===== config.mk =====
export PLATFORM = sky130hd
export DESIGN_NAME = dns_name_to_text
export DESIGN_NICKNAME = d
export VERILOG_FILES = /design/src/dntt_pkg.sv /design/src/dntt_parse.sv /design/src/dntt_ser.sv /design/src/dns_name_to_text.sv
export SDC_FILE = /design/constraint.sdc
export NUM_CORES = 1
export LEC_CHECK = 0
export BUFFER_PORTS_ARGS = -buffer_cell sky130_fd_sc_hd__buf_2
export CAP_MARGIN = 20
export CORE_ASPECT_RATIO = 1.4
export CORE_MARGIN = 4
export CORE_UTILIZATION = 30
export DETAILED_ROUTE_END_ITERATION = 12
export GPL_TIMING_DRIVEN = 0
export HOLD_SLACK_MARGIN = 0.05
export MAX_ROUTING_LAYER = met4
export SLEW_MARGIN = 25
export SYNTH_ARGS = -nofsm -noshare
export SYNTH_HDL_FRONTEND = slang
export SYNTH_SLANG_ARGS = --single-unit

===== constraint.sdc =====
create_clock -name aclk -period 10.3 [get_ports aclk]
set_input_delay 0.515 -clock aclk [delete_from_list [all_inputs] [get_ports aclk]]
set_output_delay 0.515 -clock aclk [all_outputs]
set_load 0.02 [all_outputs]

===== src/dntt_pkg.sv =====
// shared types and status codes for the dns name to text converter
`timescale 1ns / 1ps

package dntt_pkg;

    // result status codes
    localparam logic [1:0] ST_CHAR       = 2'd0;
    localparam logic [1:0] ST_DONE       = 2'd1;
    localparam logic [1:0] ST_LONG_SMALL = 2'd2;
    localparam logic [1:0] ST_LONG_LARGE = 2'd3;

    typedef struct packed {
        logic [7:0] name_byte;
        logic       name_start;
    } dntt_in_t;

    typedef struct packed {
        logic [7:0]  out_char;
        logic [1:0]  status;
        logic [11:0] out_length;
        logic        last;
    } dntt_out_t;

    // up to four characters caused by one input beat
    typedef struct packed {
        logic [3:0][7:0] chars;
        logic [1:0]      last_idx;
        logic [1:0]      status;
        logic [11:0]     length;
    } dntt_grp_t;

endpackage


===== src/dntt_parse.sv =====
// wire-format parser state and per-byte character group generation
`timescale 1ns / 1ps

module dntt_parse #(
    parameter int MAX_TEXT_LEN = 2048
) (
    input  logic              aclk,
    input  logic              aresetn,
    input  logic              cfg_wr_en,
    input  logic [11:0]       cfg_wr_data,
    input  logic              in_accept,
    input  dntt_pkg::dntt_in_t in_beat,
    output dntt_pkg::dntt_grp_t grp,
    output logic              grp_vld
);
    import dntt_pkg::*;

    localparam logic [12:0] MAX_CAP   = 13'(MAX_TEXT_LEN);
    localparam logic [11:0] CAP_RESET = 12'd1024;
    localparam logic [11:0] LARGE_BUF = 12'd1024;
    localparam logic [7:0]  CH_BSLASH = 8'h5c;
    localparam logic [7:0]  CH_DOT    = 8'h2e;
    localparam logic [7:0]  CH_ZERO   = 8'h30;

    logic [11:0] cap_reg;
    logic [11:0] wc_reg, wc_next;
    logic [7:0]  rem_reg, rem_next;
    logic        drop_reg, drop_next;

    logic [11:0] w;
    logic [7:0]  rem;
    logic        drop;
    logic [7:0]  b;
    logic [12:0] w13, cap13;
    logic        err;
    logic [1:0]  hund;
    logic [6:0]  r;
    logic [14:0] tprod;
    logic [3:0]  tens;
    logic [6:0]  ones;

    always_ff @(posedge aclk) begin
        if (!aresetn) begin
            cap_reg <= CAP_RESET;
        end else if (cfg_wr_en) begin
            cap_reg <= cfg_wr_data;
        end
    end

    // decimal digits of a byte
    always_comb begin
        b = in_beat.name_byte;
        if (b >= 8'd200) begin
            hund = 2'd2;
            r    = 7'(b - 8'd200);
        end else if (b >= 8'd100) begin
            hund = 2'd1;
            r    = 7'(b - 8'd100);
        end else begin
            hund = 2'd0;
            r    = b[6:0];
        end
        tprod = 15'(r) * 15'd205;
        tens  = tprod[14:11];
        ones  = r - 7'(tens) * 7'd10;
    end

    always_comb begin
        // name start clears the parser before the byte is handled
        w    = in_beat.name_start ? 12'd0 : wc_reg;
        rem  = in_beat.name_start ? 8'd0  : rem_reg;
        drop = in_beat.name_start ? 1'b0  : drop_reg;

        w13   = {1'b0, w};
        cap13 = ({1'b0, cap_reg} > MAX_CAP) ? MAX_CAP : {1'b0, cap_reg};

        wc_next   = w;
        rem_next  = rem;
        drop_next = drop;
        err       = 1'b0;
        grp_vld   = 1'b0;
        grp.chars    = '0;
        grp.last_idx = 2'd0;
        grp.status   = ST_CHAR;
        grp.length   = 12'd0;

        if (drop) begin
            grp_vld = 1'b0;
        end else if (rem == 8'd0) begin
            if (b == 8'd0) begin
                if (w13 >= cap13) begin
                    err = 1'b1;
                end else begin
                    grp_vld    = 1'b1;
                    grp.status = ST_DONE;
                    grp.length = 12'(w13 + 13'd1);
                    wc_next    = 12'(w13 + 13'd1);
                    drop_next  = 1'b1;
                end
            end else begin
                rem_next = b;
                if (w != 12'd0) begin
                    if (w13 >= cap13) begin
                        err = 1'b1;
                    end else begin
                        grp_vld      = 1'b1;
                        grp.chars[0] = CH_DOT;
                        wc_next      = 12'(w13 + 13'd1);
                    end
                end
            end
        end else begin
            rem_next = rem - 8'd1;
            case (b) inside
                8'h2e, 8'h5c, 8'h22, 8'h3b, 8'h40, 8'h24: begin
                    if ((w13 + 13'd2) > cap13) begin
                        err = 1'b1;
                    end else begin
                        grp_vld      = 1'b1;
                        grp.chars[0] = CH_BSLASH;
                        grp.chars[1] = b;
                        grp.last_idx = 2'd1;
                        wc_next      = 12'(w13 + 13'd2);
                    end
                end
                default: begin
                    if (b <= 8'h20 || b >= 8'h7f) begin
                        // strict margin on the decimal escape
                        if ((w13 + 13'd4) >= cap13) begin
                            err = 1'b1;
                        end else begin
                            grp_vld      = 1'b1;
                            grp.chars[0] = CH_BSLASH;
                            grp.chars[1] = CH_ZERO + 8'(hund);
                            grp.chars[2] = CH_ZERO + 8'(tens);
                            grp.chars[3] = CH_ZERO + 8'(ones);
                            grp.last_idx = 2'd3;
                            wc_next      = 12'(w13 + 13'd4);
                        end
                    end else if (w13 >= cap13) begin
                        err = 1'b1;
                    end else begin
                        grp_vld      = 1'b1;
                        grp.chars[0] = b;
                        wc_next      = 12'(w13 + 13'd1);
                    end
                end
            endcase
        end

        if (err) begin
            grp_vld      = 1'b1;
            grp.chars    = '0;
            grp.last_idx = 2'd0;
            grp.status   = (cap_reg >= LARGE_BUF) ? ST_LONG_LARGE : ST_LONG_SMALL;
            grp.length   = 12'd0;
            wc_next      = w;
            drop_next    = 1'b1;
        end
    end

    always_ff @(posedge aclk) begin
        if (!aresetn) begin
            wc_reg   <= 12'd0;
            rem_reg  <= 8'd0;
            drop_reg <= 1'b0;
        end else if (in_accept) begin
            wc_reg   <= wc_next;
            rem_reg  <= rem_next;
            drop_reg <= drop_next;
        end
    end

endmodule


===== src/dntt_ser.sv =====
// result register that hands out a character group one beat at a time
`timescale 1ns / 1ps

module dntt_ser (
    input  logic                aclk,
    input  logic                aresetn,
    input  logic                in_accept,
    input  dntt_pkg::dntt_grp_t grp,
    input  logic                grp_vld,
    output logic                in_ready,
    output logic                m_valid,
    input  logic                m_ready,
    output dntt_pkg::dntt_out_t m_data
);
    import dntt_pkg::*;

    dntt_grp_t  grp_reg;
    logic       valid_reg;
    logic [1:0] idx_reg;
    logic       is_last;
    logic       drain;

    assign is_last  = (idx_reg == grp_reg.last_idx);
    assign drain    = valid_reg && m_ready && is_last;
    assign in_ready = !valid_reg || drain;

    assign m_valid           = valid_reg;
    assign m_data.out_char   = grp_reg.chars[idx_reg];
    assign m_data.status     = grp_reg.status;
    assign m_data.out_length = grp_reg.length;
    assign m_data.last       = is_last;

    always_ff @(posedge aclk) begin
        if (!aresetn) begin
            valid_reg <= 1'b0;
            idx_reg   <= 2'd0;
        end else if (in_accept && grp_vld) begin
            valid_reg <= 1'b1;
            idx_reg   <= 2'd0;
        end else if (drain) begin
            valid_reg <= 1'b0;
            idx_reg   <= 2'd0;
        end else if (valid_reg && m_ready) begin
            idx_reg <= idx_reg + 2'd1;
        end
    end

    always_ff @(posedge aclk) begin
        if (in_accept && grp_vld) begin
            grp_reg <= grp;
        end
    end

endmodule


===== src/dns_name_to_text.sv =====
// top level: dns wire-format name bytes in, presentation text characters out
// output: an accepted byte's first character beat is presented in the cycle after the byte is taken
// throughput: the single result register drains one character per cycle while m_ready is high;
//   a byte yields 0 to 4 characters, and no new byte is taken until they are handed out
// a byte that yields no character leaves the result register free; the next byte is taken
//   in the same cycle as the last character of the previous one
// reset: synchronous active-low aresetn clears parser state and sets capacity to 1024
`timescale 1ns / 1ps

module dns_name_to_text #(
    parameter int MAX_TEXT_LEN = 2048
) (
    input  logic                aclk,
    input  logic                aresetn,
    // configuration: output buffer capacity
    input  logic                cfg_wr_en,
    input  logic [11:0]         cfg_wr_data,
    // wire-format byte beats
    input  logic                s_valid,
    output logic                s_ready,
    input  dntt_pkg::dntt_in_t  s_data,
    // text character beats
    output logic                m_valid,
    input  logic                m_ready,
    output dntt_pkg::dntt_out_t m_data
);
    import dntt_pkg::*;

    dntt_grp_t grp;
    logic      grp_vld;
    logic      in_accept;

    // a byte is taken whenever the result register is free or emptying now
    assign in_accept = s_valid && s_ready;

    // parser: label tracking, escaping and capacity checks in one pass
    dntt_parse #(
        .MAX_TEXT_LEN(MAX_TEXT_LEN)
    ) u_parse (
        .aclk       (aclk),
        .aresetn    (aresetn),
        .cfg_wr_en  (cfg_wr_en),
        .cfg_wr_data(cfg_wr_data),
        .in_accept  (in_accept),
        .in_beat    (s_data),
        .grp        (grp),
        .grp_vld    (grp_vld)
    );

    // result register: one character per beat, last flags the final one
    dntt_ser u_ser (
        .aclk     (aclk),
        .aresetn  (aresetn),
        .in_accept(in_accept),
        .grp      (grp),
        .grp_vld  (grp_vld),
        .in_ready (s_ready),
        .m_valid  (m_valid),
        .m_ready  (m_ready),
        .m_data   (m_data)
    );

endmodule


==> PnR_summary.wiki <==
{| class="wikitable"
! Metric !! Value
|-
| Classification of the worst setup path || input port to flop
|-
| Layout overhead on the synthesized area || 14.2%
|-
| Post-CTS Hold Buffers || 0
|-
| Vias per std cell || 5.27
|-
| Ranking of synthesized cells by area || edfxtp_1 (18%), ha_1 (15%), dfxtp_1 (9.7%)
|-
| Max_cap viols || 0
|-
| Final RePlAce weighted congestion || between 0.9 and 1
|-
| Post-DR wirelength/cell || 18.2 um
|-
| First-pass iteration count of the detailed router || 5
|-
| H-tree levels || 3
|-
| Cells after Synth || roughly 850
|-
| Initial detailed-routing violation count || between 400 and 500
|-
| Clock transition at the registers of the reported paths || roughly 0.080 ns
|-
| Die span in x || about 140 um
|-
| Kind of capture point of the worst setup path || flop
|-
| Antenna cell count || 0
|-
| Yosys warnings || 0
|-
| Area share of the largest cell type after synthesis || 0.181
|-
| Buffers on Ports || 50
|-
| Number of distinct library cells after synthesis || a little over 80
|-
| Commonest register cell after synthesis || edfxtp_1
|-
| Transition time at the pin with the least slew margin || just over 1 ns
|-
| Final Hold Fails || 0
|-
| Largest register FFs || 31
|-
| Via count of the first global-routing pass || about 6.7k
|-
| Standard-cell rows || 68
|-
| Hold crit path type || input port to flop
|-
| Register area share after synthesis || 0.278
|-
| Top cell types by occurrence after synthesis || ha_1 (89), nand2_1 (82), nor2_1 (67)
|-
| Total routing usage reported by global routing || 0.169
|-
| Fmax || 123 MHz
|-
| Worst clock skew on the final layout || 0.0167 ns
|-
| Most numerous cell on the critical path || ha_1
|-
| Number of cells on the worst reg-to-reg path || 21
|-
| Worst min-delay path startpoint || cfg_wr_data[10]
|-
| Worst path arrival time || approximately 8.4 ns
|-
| Crit start category || input port
|-
| Number of antenna violations at the first check in global routing || 0
|-
| Max IR drop VDD || 0.203 mV
|-
| Number of synthesized flops with an enable pin || 45
|-
| Number of cells in the finished layout apart from fillers || between 1k and 1.5k
|-
| Maximum fanout count along the critical path || 10
|-
| Status || finished, final reports clean
|-
| Layout cell share with drive strength beyond 1 || 0.142
|-
| TritonCTS clock tree || yes
|-
| Post-synthesis area per instance || approximately 9 um2
|-
| DIE HEIGHT || ~190 um
|-
| Number of I/O pins || 51
|-
| Final setup fails || 0
|-
| Unrepaired setup endpoints after global routing || no
|-
| TritonCTS Buffers || 9
|-
| Total Nets Final || between 1k and 1.5k
|-
| Pin count of the biggest net entering global routing || 24
|-
| Hold worst-path end || u_parse.cap_reg[10]
|-
| Cell Pwr Density || 222 nW/um2
|-
| Clock tree sinks || 81
|-
| Setup repair bufs after CTS || 0
|-
| Req. time, crit path || roughly 11 ns
|-
| Initial standard-cell utilization of the core || 0.304
|-
| Async SR Flop Fraction || 0
|-
| RR Endpoint || u_parse.wc_reg[8]
|-
| Time the worst path needs with I/O delays and setup || between 8 and 9 ns
|-
| Placed cell count || about 1.2k
|-
| Clock latency reported for the late side of the worst-skew pair || approximately 0.36 ns
|-
| Max clock buf depth || 2
|-
| First-pass GRT wire length || around 36000 um
|-
| Reg2Reg Launch Point || u_parse.wc_reg[3]
|-
| Final-layout setup total negative slack || 0 ns
|-
| Detailed placement HPWL || roughly 18000 um
|-
| Library cell occupying the most area in the post-synthesis netlist || edfxtp_1
|-
| Detailed-route DRC error count || 0
|-
| Leakage || 3.57 nW
|-
| Slowest-stage cell, CP || fa_1
|-
| Synth Register Bits || between 80 and 90
|-
| Final max-slew violation count || 0
|-
| Worst path max stage delay || a little over 0.5 ns
|-
| Via total after detailed routing || approximately 6.5k
|-
| Remaining Overflow, GRT || 0
|-
| Resized cells post-CTS || 0
|-
| Worst reg-to-reg setup slack || 4.54 ns
|-
| Cell chosen for the clock root || clkbuf_16
|-
| Die ar. || 27500 um2
|-
| Post-synthesis instance area || between 7000 and 8000 um2
|-
| Core footprint || ~25000 um2
|-
| Hold path cells || 3
|-
| Wire length after detailed routing || between 20000 and 25000 um
|-
| Most used standard cell by instance count after synthesis || ha_1
|-
| Period Utilization, post-route || 0.792
|-
| Final ANT Viol Nets || 0
|-
| Max_slew headroom || 0.316
|}
[placed cells by master (no fill, tap or decap), types with 5 or more instances in the layout]
cell,count
edfxtp_1,45
clkbuf_1,27
ha_1,89
a21oi_1,42
clkbuf_16,9
nand2b_1,9
o21a_1,7
buf_4,16
nor2_1,67
a21o_1,12
nor3_1,23
o21ai_0,37
o221ai_1,5
mux4_2,6
dfxtp_1,36
a22o_1,8
xnor2_1,29
and2_1,15
buf_2,60
o22ai_1,5
nand3_1,27
fa_1,10
and3_1,5
mux2i_1,16
a211oi_1,11
nor2b_1,26
o31ai_1,5
nand2_1,82
inv_1,54
o211ai_1,8
nand4_1,7
xor2_1,24
[area by class of cell]
type                            count  area, um2
Inverter                           54        203
Buffer                             57        294
Clock buffer                        9        225
Timing Repair Buffer               52        293
Fill cell                        2531      16100
Sequential cell                    81       2070
Clock inverter                      7        130
Multi-Input combinational cell    654       4910
Tap cell                          315        394
[layer usage]
metal,global-route usage,vias to the layer above,part of all wire
met4,0.0851,0,0.050
li1,-,3141,-
met2,0.305,192,0.52
met1,0.182,3079,0.39
met5,-,-,0
met3,0.0180,63,0.036
[worst max-delay path by stage]
| stage | startpoint | end | slack [ns] | cells past startpoint |
|---|---|---|---|---|
| floorplan | s_data[5] | u_ser.grp_reg[46] | 2.62 | 35 |
| global placement | s_data[5] | u_ser.grp_reg[46] | 1.84 | 36 |
| detailed placement | s_data[5] | u_ser.grp_reg[46] | 1.77 | 36 |
| CTS | s_data[5] | u_ser.grp_reg[46] | 2.10 | 36 |
| global route | s_data[5] | u_ser.grp_reg[46] | 1.60 | 36 |
| finish | s_data[5] | u_ser.grp_reg[46] | 2.15 | 36 |
[stage by stage]
stage	instance area, um2	worst slack, ns	power, mW	hold WS [ns]	util
finish	8520	2.15	1.90	0.391	0.347
global route	8520	1.60	2.07	0.428	0.347
CTS	8520	2.10	1.91	0.389	0.347
detailed placement	8170	1.77	1.52	0.488	0.332
global placement	8110	1.84	1.48	0.485	0.330
floorplan	7470	2.62	1.26	0.460	-
[cell families after synthesis]
family | count (synthesis) | share of synthesized area
AND/OR/NAND/NOR | 295 | 0.200
buffers and inverters | 111 | 0.0665
AO/OA/AOI/OAI | 180 | 0.171
flip-flops | 81 | 0.278
other | 1 | 0.000502
XOR/XNOR | 55 | 0.0674
multiplexers | 23 | 0.0411
adder cells (fa/ha/maj) | 99 | 0.176
[power breakdown]
part	internal, mW	total [mW]	switching (mW)
Sequential	0.428	0.456	0.0284
Combinational	0.453	1.05	0.596
Clock	0.242	0.391	0.149
Total	1.12	1.90	0.773
[critical path: cells and delay by family]
family | cells | cell delay, ns
fa+ha+maj | 11 | 3.57
xor+xnor | 4 | 1.19
buf+inv | 10 | 0.98
compound gates | 5 | 0.81
simple gates | 6 | 1.28
Power figures use the tool's default switching activity.
